<file path="src/rtl/fair_schedule_filter_macros.svh">
// assertion helpers for the fair schedule filter top module
`ifndef FAIR_SCHEDULE_FILTER_MACROS_SVH
`define FAIR_SCHEDULE_FILTER_MACROS_SVH

// condition holds at every clock edge outside reset
`define FSF_ASSERT_HOLD(lbl, cond, msg) \
  lbl: assert property (@(posedge clk_i) disable iff (!rst_ni) (cond)) else $error(msg);

// consequent holds in the cycle after the antecedent
`define FSF_ASSERT_NEXT(lbl, ante, cons, msg) \
  lbl: assert property (@(posedge clk_i) disable iff (!rst_ni) (ante) |=> (cons)) \
    else $error(msg);

`endif

</file>
<file path="src/rtl/fsf_pkg.sv">
package fsf_pkg;

  // fixed field widths of the stream items
  localparam int unsigned EnMaskW   = 16;
  localparam int unsigned LastW     = 4;
  localparam int unsigned InDataW   = 24;
  localparam int unsigned OutDataW  = 16;

  // default thread count
  localparam int unsigned DefNumThreads = 16;

  // control for one pass of the row update unit
  typedef struct packed {
    logic is_last;  // row belongs to the thread that ran last
    logic yielded;  // that thread ended with a yield
    logic gain;     // this row's thread gains priority over the last thread
  } row_ctl_t;

endpackage

</file>
<file path="src/rtl/fsf_row_mem.sv">
module fsf_row_mem import fsf_pkg::*; #(
  parameter int unsigned NUM_THREADS = DefNumThreads
) (
  input  logic                                 clk_i,
  input  logic                                 rst_ni,
  input  logic                                 rd_en_i,
  input  logic [$clog2(NUM_THREADS)-1:0]       rd_addr_i,
  output logic [4*NUM_THREADS-1:0]             rd_row_o,   // {sched, dis, en, prio}
  input  logic                                 wr_en_i,
  input  logic [$clog2(NUM_THREADS)-1:0]       wr_addr_i,
  input  logic [4*NUM_THREADS-1:0]             wr_row_i    // {sched, dis, en, prio}
);

  localparam int unsigned RowW = 4 * NUM_THREADS;

  logic [RowW-1:0]        mem_q [NUM_THREADS];
  logic [RowW-1:0]        rd_q;
  logic [NUM_THREADS-1:0] row_vld_q;
  logic                   rd_vld_q;

  // row storage, registered read
  always_ff @(posedge clk_i) begin
    if (wr_en_i) begin
      mem_q[wr_addr_i] <= wr_row_i;
    end
    if (rd_en_i) begin
      rd_q <= mem_q[rd_addr_i];
    end
  end

  // per-row valid bits stand in for the all-zero reset contents
  always_ff @(posedge clk_i or negedge rst_ni) begin
    if (!rst_ni) begin
      row_vld_q <= '0;
      rd_vld_q  <= 1'b0;
    end else begin
      if (wr_en_i) begin
        row_vld_q[wr_addr_i] <= 1'b1;
      end
      if (rd_en_i) begin
        rd_vld_q <= row_vld_q[rd_addr_i];
      end
    end
  end

  assign rd_row_o = rd_vld_q ? rd_q : '0;

endmodule

</file>
<file path="src/rtl/fsf_row_alu.sv">
module fsf_row_alu import fsf_pkg::*; #(
  parameter int unsigned NUM_THREADS = DefNumThreads
) (
  input  row_ctl_t                 ctl_i,
  input  logic [NUM_THREADS-1:0]   en_mask_i,
  input  logic [NUM_THREADS-1:0]   prev_mask_i,
  input  logic [NUM_THREADS-1:0]   last_bit_i,
  input  logic [4*NUM_THREADS-1:0] row_i,    // {sched, dis, en, prio}
  output logic [4*NUM_THREADS-1:0] row_o,    // {sched, dis, en, prio}
  output logic [NUM_THREADS-1:0]   hold_o    // threads that gain priority on a yield
);

  localparam int unsigned N = NUM_THREADS;

  logic [N-1:0] prio, en, dis, sched;
  logic [N-1:0] en_m, dis_m, sched_m;
  logic [N-1:0] prio_n, en_n, dis_n, sched_n;
  logic         yreset;

  assign {sched, dis, en, prio} = row_i;

  // update common to every row; the disabled set grows only on the last thread's row
  assign en_m    = en & en_mask_i;
  assign sched_m = sched | last_bit_i;
  assign dis_m   = ctl_i.is_last ? (dis | (prev_mask_i & ~en_mask_i)) : dis;

  // holders over the last thread, from its own updated row
  assign hold_o  = (en_m | dis_m) & ~sched_m;

  // yield resets the last thread's rows; its prio row clears on every item
  assign yreset  = ctl_i.is_last & ctl_i.yielded;
  assign prio_n  = ctl_i.is_last ? '0 : (ctl_i.gain ? (prio | last_bit_i) : prio);
  assign en_n    = yreset ? en_mask_i : en_m;
  assign dis_n   = yreset ? '0 : dis_m;
  assign sched_n = yreset ? '0 : sched_m;

  assign row_o = {sched_n, dis_n, en_n, prio_n};

endmodule

</file>
<file path="src/rtl/fair_schedule_filter.sv">
// Fairness filter for a model-checking scheduler. Each input item carries the
// enabled-thread mask, the thread that ran last and its yield flag. The block
// updates its per-thread priority, enabled, disabled and scheduled rows and
// returns one item: the enabled threads that no enabled thread has priority
// over. A new item is accepted only after the previous one has been swept
// and handed to the output register. The accepting cycle also fetches the last
// thread's row. The next cycle works out which threads gain priority over it.
// Then the sweep passes every row in turn through the single row update unit
// and row memory port, and a finish state hands the result to the output
// register. The input is not ready from acceptance until that hand-over; it is
// ready again while a result still waits to be taken. A stalled output holds
// the finish state only when the previous result is still waiting at the end
// of the sweep. No clearing pass is needed after reset: per-row valid bits make
// rows that were never written read as zero.
module fair_schedule_filter import fsf_pkg::*; #(
  parameter int unsigned NUM_THREADS = DefNumThreads
) (
  input  logic                clk_i,
  input  logic                rst_ni,
  input  logic                s_tvalid_i,
  output logic                s_tready_o,
  input  logic [InDataW-1:0]  s_tdata_i,   // enabled_mask, last_thread, last_yielded
  output logic                m_tvalid_o,
  input  logic                m_tready_i,
  output logic [OutDataW-1:0] m_tdata_o    // fair_mask
);

`include "fair_schedule_filter_macros.svh"

  localparam int unsigned N      = NUM_THREADS;
  localparam int unsigned IdxW   = $clog2(N);
  localparam int unsigned WideW  = (N > EnMaskW) ? N : EnMaskW;
  localparam int unsigned LWideW = (IdxW > LastW) ? IdxW : LastW;

  localparam logic [1:0] StIdle   = 2'd0;
  localparam logic [1:0] StLook   = 2'd1;
  localparam logic [1:0] StSweep  = 2'd2;
  localparam logic [1:0] StFinish = 2'd3;

  logic [1:0]          state_q, state_d;
  logic [IdxW-1:0]     cnt_q, cnt_d;
  logic [N-1:0]        e_q, prev_q, lbit_q, hold_q, blk_q;
  logic [IdxW-1:0]     idx_q;
  logic                vld_q, yld_q;
  logic                m_vld_q;
  logic [OutDataW-1:0] m_data_q;

  logic [EnMaskW-1:0]  in_en;
  logic [LastW-1:0]    in_last;
  logic                in_yld;
  logic [WideW-1:0]    in_en_wide;
  logic [LWideW-1:0]   in_last_wide;
  logic [N-1:0]        in_e;
  logic [IdxW-1:0]     in_idx;
  logic                in_vld;
  logic                s_acc;
  logic                cnt_end;
  logic                out_load;
  logic [WideW-1:0]    fair_wide;

  logic                rd_en, wr_en;
  logic [IdxW-1:0]     rd_addr;
  logic [4*N-1:0]      rd_row, wr_row;
  logic [N-1:0]        alu_hold;
  row_ctl_t            ctl;

  // input unpacking, widened or trimmed to the thread count
  assign {in_yld, in_last, in_en} = s_tdata_i[EnMaskW+LastW:0];
  assign in_en_wide   = WideW'(in_en);
  assign in_e         = in_en_wide[N-1:0];
  assign in_last_wide = LWideW'(in_last);
  assign in_idx       = in_last_wide[IdxW-1:0];
  assign in_vld       = 32'(in_last) < N;

  assign s_tready_o = (state_q == StIdle);
  assign s_acc      = s_tvalid_i & s_tready_o;
  assign cnt_end    = (cnt_q == IdxW'(N - 1));
  assign out_load   = (state_q == StFinish) & (~m_vld_q | m_tready_i);

  // memory port control
  always_comb begin
    rd_en   = 1'b0;
    rd_addr = in_idx;
    unique case (state_q)
      StIdle: begin
        rd_en = s_acc;
      end
      StLook: begin
        rd_en   = 1'b1;
        rd_addr = '0;
      end
      StSweep: begin
        rd_en   = ~cnt_end;
        rd_addr = cnt_q + IdxW'(1);
      end
      default: begin
        rd_en = 1'b0;
      end
    endcase
  end

  assign wr_en = (state_q == StSweep);

  // row update unit control
  always_comb begin
    ctl.yielded = yld_q;
    ctl.gain    = hold_q[cnt_q];
    ctl.is_last = vld_q & ((state_q == StLook) | (cnt_q == idx_q));
  end

  fsf_row_mem #(
    .NUM_THREADS(NUM_THREADS)
  ) u_mem (
    .clk_i    (clk_i),
    .rst_ni   (rst_ni),
    .rd_en_i  (rd_en),
    .rd_addr_i(rd_addr),
    .rd_row_o (rd_row),
    .wr_en_i  (wr_en),
    .wr_addr_i(cnt_q),
    .wr_row_i (wr_row)
  );

  fsf_row_alu #(
    .NUM_THREADS(NUM_THREADS)
  ) u_alu (
    .ctl_i      (ctl),
    .en_mask_i  (e_q),
    .prev_mask_i(prev_q),
    .last_bit_i (lbit_q),
    .row_i      (rd_row),
    .row_o      (wr_row),
    .hold_o     (alu_hold)
  );

  // sequencer
  always_comb begin
    state_d = state_q;
    cnt_d   = cnt_q;
    unique case (state_q)
      StIdle: begin
        if (s_acc) state_d = StLook;
      end
      StLook: begin
        cnt_d   = '0;
        state_d = StSweep;
      end
      StSweep: begin
        cnt_d = cnt_q + IdxW'(1);
        if (cnt_end) state_d = StFinish;
      end
      StFinish: begin
        if (out_load) state_d = StIdle;
      end
      default: begin
        state_d = StIdle;
      end
    endcase
  end

  always_ff @(posedge clk_i or negedge rst_ni) begin
    if (!rst_ni) begin
      state_q <= StIdle;
      cnt_q   <= '0;
      prev_q  <= '0;
      m_vld_q <= 1'b0;
    end else begin
      state_q <= state_d;
      cnt_q   <= cnt_d;
      if (out_load) begin
        prev_q  <= e_q;
        m_vld_q <= 1'b1;
      end else if (m_tready_i) begin
        m_vld_q <= 1'b0;
      end
    end
  end

  // item payload, holders, blocked set and output data
  always_ff @(posedge clk_i) begin
    if (s_acc) begin
      e_q    <= in_e;
      idx_q  <= in_idx;
      vld_q  <= in_vld;
      yld_q  <= in_yld;
      lbit_q <= in_vld ? (N'(1) << in_idx) : '0;
      blk_q  <= '0;
    end
    if (state_q == StLook) begin
      hold_q <= (vld_q & yld_q) ? alu_hold : '0;
    end
    if (state_q == StSweep && e_q[cnt_q]) begin
      blk_q <= blk_q | wr_row[N-1:0];
    end
    if (out_load) begin
      m_data_q <= fair_wide[OutDataW-1:0];
    end
  end

  assign fair_wide  = WideW'(e_q & ~blk_q);
  assign m_tvalid_o = m_vld_q;
  assign m_tdata_o  = m_data_q;

  // checks
  `FSF_ASSERT_HOLD(a_wr_only_sweep, !wr_en || state_q == StSweep, "row write outside sweep")
  `FSF_ASSERT_NEXT(a_look_to_sweep, state_q == StLook,
                   state_q == StSweep && cnt_q == '0, "sweep did not start at row zero")
  `FSF_ASSERT_NEXT(a_sweep_step, state_q == StSweep && !cnt_end,
                   state_q == StSweep && cnt_q == IdxW'($past(cnt_q) + IdxW'(1)),
                   "sweep skipped a row")
  `FSF_ASSERT_NEXT(a_load_valid, out_load, m_vld_q && state_q == StIdle, "result not presented")

endmodule

</file>
<file path="config.mk">
export PLATFORM = sky130hd
export DESIGN_NAME = fair_schedule_filter
export DESIGN_NICKNAME = d
export VERILOG_FILES = /design/src/rtl/fsf_pkg.sv /design/src/rtl/fsf_row_mem.sv /design/src/rtl/fsf_row_alu.sv /design/src/rtl/fair_schedule_filter.sv
export VERILOG_INCLUDE_DIRS = /design/src /design/src/rtl
export SDC_FILE = /design/constraint.sdc
export NUM_CORES = 1
export LEC_CHECK = 0
export BUFFER_PORTS_ARGS = -buffer_cell sky130_fd_sc_hd__buf_2
export CAP_MARGIN = 20
export CELL_PAD_IN_SITES_DETAIL_PLACEMENT = 1
export CELL_PAD_IN_SITES_GLOBAL_PLACEMENT = 2
export CORE_AREA = 2 2 331 333
export CTS_CLUSTER_SIZE = 20
export DETAILED_ROUTE_END_ITERATION = 10
export DIE_AREA = 0 0 333 335
export HOLD_SLACK_MARGIN = 0.15
export PLACE_DENSITY = 0.79
export SLEW_MARGIN = 20
export SYNTH_ARGS = -nofsm -noshare
export SYNTH_HDL_FRONTEND = slang
export SYNTH_SLANG_ARGS = --single-unit
</file>
<file path="constraint.sdc">
create_clock -name clk_i -period 6.2 [get_ports clk_i]
set_input_delay 1.24 -clock clk_i [delete_from_list [all_inputs] [get_ports clk_i]]
set_output_delay 1.24 -clock clk_i [all_outputs]
set_load 0.005 [all_outputs]
</file>
* Yosys cells after proc, flatten, opt, wreduce, memory -nomap -nowiden
Memory sizes are Yosys's and may differ from the RTL's. A register that Yosys moved wholly into a read port is not among the register bits.
Index checks and enable logic that the tools add are counted.
** Operators by class
- $add $sub $neg :: 1
- $lt $le $gt $ge :: 3
- Equality and inequality tests :: 8
- Shifts and indexed selects :: 1
- Multiplexer cells :: 28
- Bitwise gates (word level) :: 20
- Reduce and logical (&&, ||, !) cells :: 7
** Operators by type and width (number)
- $mux 16 :: 8
- $or 16x16->16 :: 6
- $and 16x16->16 :: 4
- $mux 64 :: 1
- $not 16->16 :: 3
- $pmux 4 s2 :: 2
- $shl 1x4->16 const A :: 1
- $bmux 1 s4 :: 3
- $lt 4x5->1 const B :: 2
- $mux 1 :: 8
- $pmux 2 s4 :: 1
- $mux 2 :: 3
- $reduce_bool 2->1 :: 3
- $add 4x1->4 const B :: 1
- $demux 1 s4 :: 1
- $eq 2x2->1 const B :: 2
- $eq 4x4->1 :: 1
- $eq 4x4->1 const B :: 1
- $ge 4x1->1 const B :: 1
- $ne 2x2->1 const B :: 2
- $and 1x1->1 :: 3
- $pmux 1 s3 :: 1
- $reduce_and 3->1 :: 1
- $eq 2x1->1 const B :: 1
- other kinds (5) :: 8
** Storage, ports and cells
- Register bits after elaboration :: 125
- Bits in writable memories :: 1024
- Output and inout port bits :: 18
- Word-level logic and storage cells :: 82
- Memories kept :: 1
** Memory list
- u_mem.mem_q :: words 16, bits a word 64, read ports 1, clocked after Yosys merged registers in 1, wr ports 1, line fsf_row_mem.sv:16 : logic [RowW-1:0] mem_q [NUM_THREADS];

* Logic depth before layout (Yosys ltp)
Gate-level depths: netlist of run 1.
- Word-level depth :: 6
- Depth in mapped cells :: 12
- Gate-level depth less buffers :: 8

* Hierarchy
Synthesis of run 1 repeated with hierarchy kept, for this count alone.
** Unflattened totals
- Cells, all modules :: 2092
- Area total of the unflattened synthesis :: 47005.1 sq um
** Modules (own cells, without submodules)
- fsf_row_mem :: times used 1, cells an instance 1615, area each 41544.8 sq um, seq. area each 33096.7 sq um
- fair_schedule_filter :: times used 1, cells an instance 305, area each 4499.3 sq um, seq. area each 3128.0 sq um
- fsf_row_alu :: times used 1, cells an instance 172, area each 960.9 sq um, seq. area each 0.0 sq um

* Worst setup path before layout of run 1
Ideal clock, no wire load.
- Path type :: flip-flop to flip-flop
- Start :: register state_q[0]
- End :: memory u_mem.mem_q[0][0] (netlist name) (enable)
- Setup time :: 0.486 ns
- Arrival time :: 3.833 ns
- Data required time :: 5.714 ns
- Slack :: 1.881 ns
- Stages on the path, launching flop included :: 6
- Path through :: dfrtp_1 inv_1 ha_1 clkbuf_1 nand2_1 nor2_1
** On the way
- Longest elaborated chain between the ends :: 3
** RTL lines
- start, declared :: line fair_schedule_filter.sv:40 : logic [1:0] state_q, state_d;
- start signal, assigned :: line fair_schedule_filter.sv:163 : state_q <= StIdle;
- start signal, assigned :: line fair_schedule_filter.sv:168 : state_q <= state_d;
- $eq 2x2->1 :: line fair_schedule_filter.sv:102 : assign wr_en = (state_q == StSweep);
- $mux 1 :: line fsf_row_mem.sv:23 : if (wr_en_i) begin
- $mux 1 (implied by the code) :: line fsf_row_mem.sv:24 : mem_q[wr_addr_i] <= wr_row_i;
- end, declared :: line fsf_row_mem.sv:16
Every way passes these cells.

* Worst setup path in the final report of run 1
- Start :: register state_q[0]
- End :: register u_mem.rd_q[39], read port of u_mem.mem_q (data pin)
** On the way
- Longest elaborated chain between the ends :: 3
- Elaborated cells between the ends (all ways) :: 6
** RTL lines
- $logic_not 2->1 :: line fair_schedule_filter.sv:75, fair_schedule_filter.sv:84
- $and 1x1->1 :: line fair_schedule_filter.sv:76 : assign s_acc = s_tvalid_i & s_tready_o;
- $pmux 1 s3 :: line fair_schedule_filter.sv:84 : unique case (state_q)
- end, declared :: line fsf_row_mem.sv:17 : logic [RowW-1:0] rd_q;
Several ways; a longest one is shown, not always the timed one.
A chain may end at the register's enable or synchronous reset.

==> metrics.md, run 1 <==
| Metric | Value |
|---|---|
| Iteration-0 DRC Markers | `3639` |
| Period utilization | `68.86%` |
| Max-slew violation count | `0` |
| Nets | `3515` |
| Drt wl/cell | `29.17 µm` |
| Synthesized area per cell | `13.85 µm²` |
| Async set or reset register ratio after synthesis | `3.298%` |
| Worst Path Required | `6.62 ns` |
| Hold WS | `0.4863 ns` |
| Row cnt | `121` |
| Placed Cells | `4765` |
| # IOs | `46` |
| Max FO, Critical Path | `86` |
| Vias | `31010` |
| Worst min path class | `register to register` |
| Maximum vdd drop | `0.4947 mV` |
| Final hold vios | `0` |
| Worst skew pair latency | `0.72 ns` |
| Headroom to the max-slew limit | `22.09%` |
| Post-synthesis instance total | `3486` |
| Crit Path Category | `register to register` |
| Syn Std Cell Area | `48290 µm²` |
| Setup WS post-layout | `1.930 ns` |
| Die Y | `335 µm` |
| Syn nets | `3524` |
| Highest clock rate | `234.2 MHz` |
| Post-synth EDFFs | `1173` |
| Area added between synthesis and finish | `12.13%` |
| Worst slack, placed | `1.697 ns` |
| Remaining Overflow, GRT | `0` |
| First-pass GRT wire length | `213500 µm` |
| Maximum Capacitance Violations | `0` |
| Detailed Route WL | `145800 µm` |
| Drt pass-1 iters | `5` |
| ANT nets after route | `0` |
| Vias in the first global route | `32420` |
| H-tree depth | `3` |
| GP Congestion | `0.7834` |
| Fin cells | `4999` |
| Setup TNS | `0 ns` |
| CTS tree | `built` |
| Vias per cell | `6.204` |
| Hold Buf Count CTS | `0` |
| Clk root buf | `clkbuf_16` |
| RSZ-0062 raised after global routing | `false` |
| Final Util | `50.09%` |
| Num CTS Buffers | `121` |
| Sequential area share after synthesis | `75.01%` |
| Longest Clk Path Bufs | `3` |
| Die area | `111600 µm²` |
| Post-CTS sizing | `0` |
| Initial core utilization | `44.67%` |
| Post CTS Setup Buffer Count | `0` |
| DRC violations left | `0` |
| CORE AREA | `108100 µm²` |
| Clock Skew | `0.02653 ns` |
| Synth cell types | `46` |
| Status | `finished clean` |
| Final Critical Period | `4.270 ns` |
| Largest net degree at the start of global routing | `102` |
| Actual slew at the worst max-slew pin | `1.169 ns` |
| Post-DP HPWL | `75400 µm` |
| I/O Buffers | `42` |
| Clk slew on worst S/H paths | `0.06 ns` |
| Initial antenna violation count | `8` |
| Fillers | `10560` |
| Seq cells post-synth | `1213` |
| CP endpoint kind | `register` |
| Die W | `333 µm` |
| Synth warn | `0` |
| Leakage | `0.01824 µW` |
| Power Dens Cells | `548.8 nW/µm²` |
| CP Data Arrival Time | `4.69 ns` |
| Synth Flop Type | `edfxtp_1` |
| Total Routing Usage GR | `25.98%` |
| Final setup fails | `0` |
| Fraction of layout instances using a drive strength above 1 | `10.22%` |
| Setup crit start kind | `register` |
| CTS sink count | `1213` |
## worst paths after layout
| check | from | end | slack (ns) | cells after the start |
|---|---|---|---|---|
| min in group asynchronous | rst_ni | m_tvalid_o | 0.66 | 2 |
| max in group asynchronous | rst_ni | u_mem.rd_vld_q | 4.99 | 2 |
| max reg2reg | state_q[0] | u_mem.rd_q[39] | 1.93 | 10 |
| min reg2reg | u_mem.row_vld_q[5] | u_mem.row_vld_q[5] | 0.49 | 1 |
| max | state_q[0] | u_mem.rd_q[39] | 1.93 | 10 |
| min | u_mem.row_vld_q[5] | u_mem.row_vld_q[5] | 0.49 | 1 |
## final cells by class
| type | count | area (µm²) | share of cell area, % |
|---|---|---|---|
| Antenna cell | 4 | 10.01 | 0.01849 |
| Clock inverter | 59 | 593.1 | 1.095 |
| Timing Repair Buffer | 129 | 1052 | 1.943 |
| Clock buffer | 168 | 3297 | 6.089 |
| Multi-Input combinational cell | 2001 | 11160 | 20.61 |
| Inverter | 11 | 42.54 | 0.07856 |
| Tap cell | 1414 | 1769 | 3.267 |
| Sequential cell | 1213 | 36230 | 66.90 |
## flip-flops by register name (all words and copies together) (netlist names), 4 cells and up
| register | flops |
|---|---|
| u_mem.mem_q | 1024 |
| u_mem.rd_q | 64 |
| u_mem.row_vld_q | 16 |
| lbit_q | 16 |
| idx_q | 4 |
| blk_q | 16 |
| e_q | 16 |
| prev_q | 16 |
| m_tdata_o | 16 |
| cnt_q | 4 |
| hold_q | 16 |
## logic make-up after synthesis
| logic type | synth area share, % |
|---|---|
| buffers and inverters | 2.386 |
| AOI/OAI and AO/OA | 8.846 |
| and+or+nand+nor | 12.44 |
| muxes | 0.9431 |
| DFF | 75.01 |
| adders and majority gates | 0.2591 |
| xor gates and xnor gates | 0.1088 |
## critical path, cell delays in order, from the launching register on
cell	delay, ns
dfrtp_1	0.39
inv_1	0.13
ha_1	0.31
buf_4	0.25
nand2b_4	0.75
nand2_8	0.61
buf_4	0.49
a211oi_1	0.30
a311oi_1	0.10
a311oi_1	0.44
a21oi_1	0.11
## cells in the mapped netlist, drive strengths merged (15+ instances only)
cell type  count  area (µm²)
mux2          16       180.2
nand3        268        1341
a22oi         16       120.1
a211oi       128       960.9
o21ai         23       115.1
buf           92       476.7
edfxtp      1173       35220
a31oi         66       412.9
clkbuf       169       634.4
nand3b        18       147.6
nor2          58       217.7
nand2        814        3058
dfrtp         40        1001
o21bai        15       112.6
o21a          16       120.1
nor2b         33       206.5
a21oi        129       645.6
and3         144       900.9
a311oi       194        1699
## power breakdown
| group | total, µW | leakage [µW] | internal (µW) | switching [µW] |
|---|---|---|---|---|
| Clock | 7270 | 0.00190 | 4160 | 3110 |
| Sequential | 11700 | 0.0113 | 11300 | 423 |
| Combinational | 10800 | 0.00506 | 2820 | 7930 |
## cells in the final DEF (no fill, tap or decap), types with 5 or more instances in the layout
| master | n |
|---|---|
| o21ai_0 | 23 |
| clkbuf_1 | 40 |
| clkbuf_8 | 5 |
| a21oi_2 | 10 |
| nor2_2 | 11 |
| mux4_1 | 5 |
| a211oi_1 | 128 |
| nand2_1 | 812 |
| clkinv_2 | 20 |
| a31oi_1 | 65 |
| ha_1 | 10 |
| mux2_2 | 16 |
| dfrtp_1 | 39 |
| nand3b_1 | 17 |
| o21a_1 | 16 |
| buf_2 | 42 |
| a311oi_1 | 194 |
| nand2b_1 | 8 |
| buf_4 | 69 |
| nor3_1 | 6 |
| nand3_1 | 268 |
| nor2_4 | 16 |
| a22oi_1 | 16 |
| and3_1 | 144 |
| a21oi_1 | 119 |
| nor2_1 | 31 |
| inv_1 | 10 |
| bufinv_16 | 11 |
| clkbuf_16 | 123 |
| buf_12 | 15 |
| nor2b_1 | 33 |
| clkinv_1 | 21 |
| o21bai_1 | 15 |
| edfxtp_1 | 1173 |
## per-layer routing
metal	GRT usage, %	routed length (µm)	up-vias
met5	0	54	-
met4	9.647	4755	8
met3	4.551	11010	283
met2	42.47	69690	1251
met1	34.93	60310	16220
li1	-	-	13250
## per-stage QoR
stage | cell area (µm²) | total power (µW)
after floorplan | 48290 | 18480
after global placement | 50160 | 21860
after detailed placement | 50170 | 22430
after CTS | 54060 | 29720
after global routing | 54150 | 31090
final | 54150 | 29720
No activity file was read; power rests on OpenSTA's default activity.
==> run 2: changes to the inputs <==
==> constraint.sdc (replaced) <==
create_clock -name clk_i -period 4.4 [get_ports clk_i]
set_input_delay 0.88 -clock clk_i [delete_from_list [all_inputs] [get_ports clk_i]]
set_output_delay 0.88 -clock clk_i [all_outputs]
set_load 0.005 [all_outputs]
==> run 2 against run 1 <==
Effect of this change: wire length grew 0.63%; combinational power grew 45%; final cell count grew 1.3%; sequential share of layout area shrank 1.0 points; total power grew 44%; critical path type unchanged; critical endpoint is now u_mem.rd_q[59]; largest power group unchanged.
==> metrics.md, run 2 (synthesized netlist as in run 1, its figures left out) <==
| Metric | Value |
|---|---|
| Status | `finished clean (unchanged)` |
| Worst Path Required | `4.99 ns (was 6.62 ns)` |
| Detailed Route WL | `146700 µm (was 145800 µm)` |
| Post CTS Setup Buffer Count | `0 (unchanged)` |
| Worst min path class | `input port to asynchronous set/reset pin (was register to register)` |
| Actual slew at the worst max-slew pin | `1.112 ns (was 1.169 ns)` |
| Setup TNS | `0 ns (unchanged)` |
| DRC violations left | `0 (unchanged)` |
| RSZ-0062 raised after global routing | `false (unchanged)` |
| Post-DP HPWL | `78120 µm (was 75400 µm)` |
| Nets | `3582 (was 3515)` |
| Reg-to-reg slack, setup | `0.71 ns (was 1.93 ns)` |
| Headroom to the max-slew limit | `25.85% (was 22.09%)` |
| Largest Register | `u_mem.mem_q (unchanged)` |
| Maximum vdd drop | `0.5802 mV (was 0.4947 mV)` |
| Crit Path Category | `register to register (unchanged)` |
| CTS tree | `built (unchanged)` |
| Leakage | `0.01874 µW (was 0.01824 µW)` |
| # IOs | `46 (unchanged)` |
| Top flop regs | `u_mem.mem_q x1024, u_mem.rd_q x64 (unchanged)` |
| CTS sink count | `1213 (unchanged)` |
| Num CTS Buffers | `133 (was 121)` |
| Total power | `42850 µW (was 29720 µW)` |
| Die Y | `335 µm (unchanged)` |
| Period utilization | `83.80% (was 68.86%)` |
| H-tree depth | `4 (was 3)` |
| Worst r2r path cells | `9 (was 10)` |
| Die W | `333 µm (unchanged)` |
| Drt pass-1 iters | `5 (unchanged)` |
| Worst r2r dst | `u_mem.rd_q[59] (was u_mem.rd_q[39])` |
| Clock Skew | `0.02689 ns (was 0.02653 ns)` |
| Die area | `111600 µm² (unchanged)` |
| Most common cell after layout, fill and taps aside | `edfxtp_1 (unchanged)` |
| Clk root buf | `clkbuf_16 (unchanged)` |
| Longest Clk Path Bufs | `3 (unchanged)` |
| Fillers | `10500 (was 10560)` |
| Drt wl/cell | `28.98 µm (was 29.17 µm)` |
| Iteration-0 DRC Markers | `3334 (was 3639)` |
| Final hold vios | `0 (unchanged)` |
| Hold Buf Count CTS | `0 (unchanged)` |
| CP Data Arrival Time | `4.28 ns (was 4.69 ns)` |
| Setup crit start kind | `register (unchanged)` |
| Clk slew on worst S/H paths | `0.06 ns (about the same)` |
| CORE AREA | `108100 µm² (unchanged)` |
| Highest clock rate | `271.2 MHz (was 234.2 MHz)` |
| Area added between synthesis and finish | `13.91% (was 12.13%)` |
| Final Critical Period | `3.687 ns (was 4.270 ns)` |
| Cell Chain, Critical Path | `inv_1, ha_1, nand3_1, and2_4, buf_4, a211oi_1, a311oi_1, a31oi_1, a21oi_1 (was inv_1, ha_1, buf_4, nand2b_4, nand2_8, buf_4, a211oi_1, a311oi_1, a311oi_1, a21oi_1)` |
| Total Routing Usage GR | `26.15% (was 25.98%)` |
| Max FO, Critical Path | `40 (was 86)` |
| Power Dens Cells | `779.0 nW/µm² (was 548.8 nW/µm²)` |
| Worst skew pair latency | `0.74 ns (was 0.72 ns)` |
| Row cnt | `121 (unchanged)` |
| Remaining Overflow, GRT | `0 (unchanged)` |
| Vias in the first global route | `32940 (was 32420)` |
| Reg-to-reg startpoint | `cnt_q[0] (was state_q[0])` |
| Max-slew violation count | `0 (unchanged)` |
| GP Congestion | `0.8082 (was 0.7834)` |
| Vias per cell | `6.227 (was 6.204)` |
| Final setup fails | `0 (unchanged)` |
| CP max stage delay | `0.88 ns (was 0.75 ns)` |
| First-pass GRT wire length | `215400 µm (was 213500 µm)` |
| Fraction of layout instances using a drive strength above 1 | `11.50% (was 10.22%)` |
| Initial core utilization | `44.67% (unchanged)` |
| Largest net degree at the start of global routing | `93 (was 102)` |
| Slowest stage cell on the critical path | `dfrtp_1 (was nand2b_4)` |
| Initial antenna violation count | `9 (was 8)` |
| Most frequent cells in the layout | `1173 x edfxtp_1, 812 x nand2_1, 268 x nand3_1 (unchanged)` |
| Vias | `31530 (was 31010)` |
| I/O Buffers | `42 (unchanged)` |
| CP endpoint kind | `register (unchanged)` |
| Post-CTS sizing | `0 (unchanged)` |
| ANT nets after route | `0 (unchanged)` |
| Largest register FFs | `1024 (unchanged)` |
| Maximum Capacitance Violations | `0 (unchanged)` |
run 2: cell types whose count changed in the layout (fill, tap and decap cells not counted), moves of 2 or more:
cell       previous run  this run
a21oi_2              10         0
a21oi_1             119       129
clkbuf_8              5         3
nor2_1               31        37
inv_16                2         0
clkinv_2             20        27
clkbuf_16           123       139
buf_4                69       103
buf_12               15        39
bufinv_16            11         6
nor2_2               11         5
clkbuf_1             40        31
clkinv_1             21        25
run 2: routing by layer:
metal	vias to the layer above	routed length (µm)	track usage, %
met2	1264	72030	43.94
li1	13410	-	-
met1	16530	59700	34.32
met4	4	5291	10.32
met3	326	9698	3.863
met5	-	32	0
run 2: worst max path at each step:
stage,start,end,slack [ns],cells past startpoint
finish,cnt_q[0],u_mem.rd_q[59],0.71,9
global route,cnt_q[0],u_mem.rd_q[4],0.48,8
CTS,cnt_q[0],u_mem.rd_q[4],0.74,8
detailed placement,cnt_q[0],u_mem.rd_q[4],0.76,8
global placement,cnt_q[0],u_mem.rd_q[4],0.83,8
floorplan,state_q[0],u_mem.mem_q[0][0],0.08,5
run 2: metrics by stage:
step | hold slack (ns) | utilization (%) | setup slack [ns] | instances | instance area [µm²]
2_1_floorplan | 0.4364 | - | 0.08078 | 3486 | 48290
3_3_place_gp | 0.4495 | 47.08 | 0.8336 | 4822 | 50890
3_5_place_dp | 0.4617 | 47.08 | 0.7554 | 4822 | 50890
4_1_cts | 0.2244 | 50.86 | 0.7356 | 5058 | 54980
5_1_grt | 0.2739 | 50.88 | 0.4850 | 5059 | 55000
6_report | 0.2412 | 50.89 | 0.7130 | 5063 | 55010
run 2: where the power goes:
| group | switching [µW] | leakage, µW | internal (µW) |
|---|---|---|---|
| Combinational | 11200 | 0.00544 | 4510 |
| Sequential | 656 | 0.0113 | 15900 |
| Clock | 4460 | 0.00201 | 6150 |
| Total | 16300 | 0.0187 | 26500 |
run 2: area by class of cell:
type / instances / area [µm²] / area share [%]
timing repair buffer: 184 / 1764 / 3.207
inverter: 11 / 42.54 / 0.07734
clock buffer: 173 / 3636 / 6.610
multi-input combinational: 2001 / 11110 / 20.19
clock inverter: 63 / 454.2 / 0.8257
tap: 1414 / 1769 / 3.216
antenna: 4 / 10.01 / 0.01820
sequential: 1213 / 36230 / 65.86
run 2: worst max-delay path: cells and delay by family (launching register included):
family | cells | cell delay, ns
fa+ha+maj | 1 | 0.35
buf+inv | 2 | 0.66
flops | 1 | 0.88
compound gates | 4 | 0.77
simple gates | 2 | 0.85
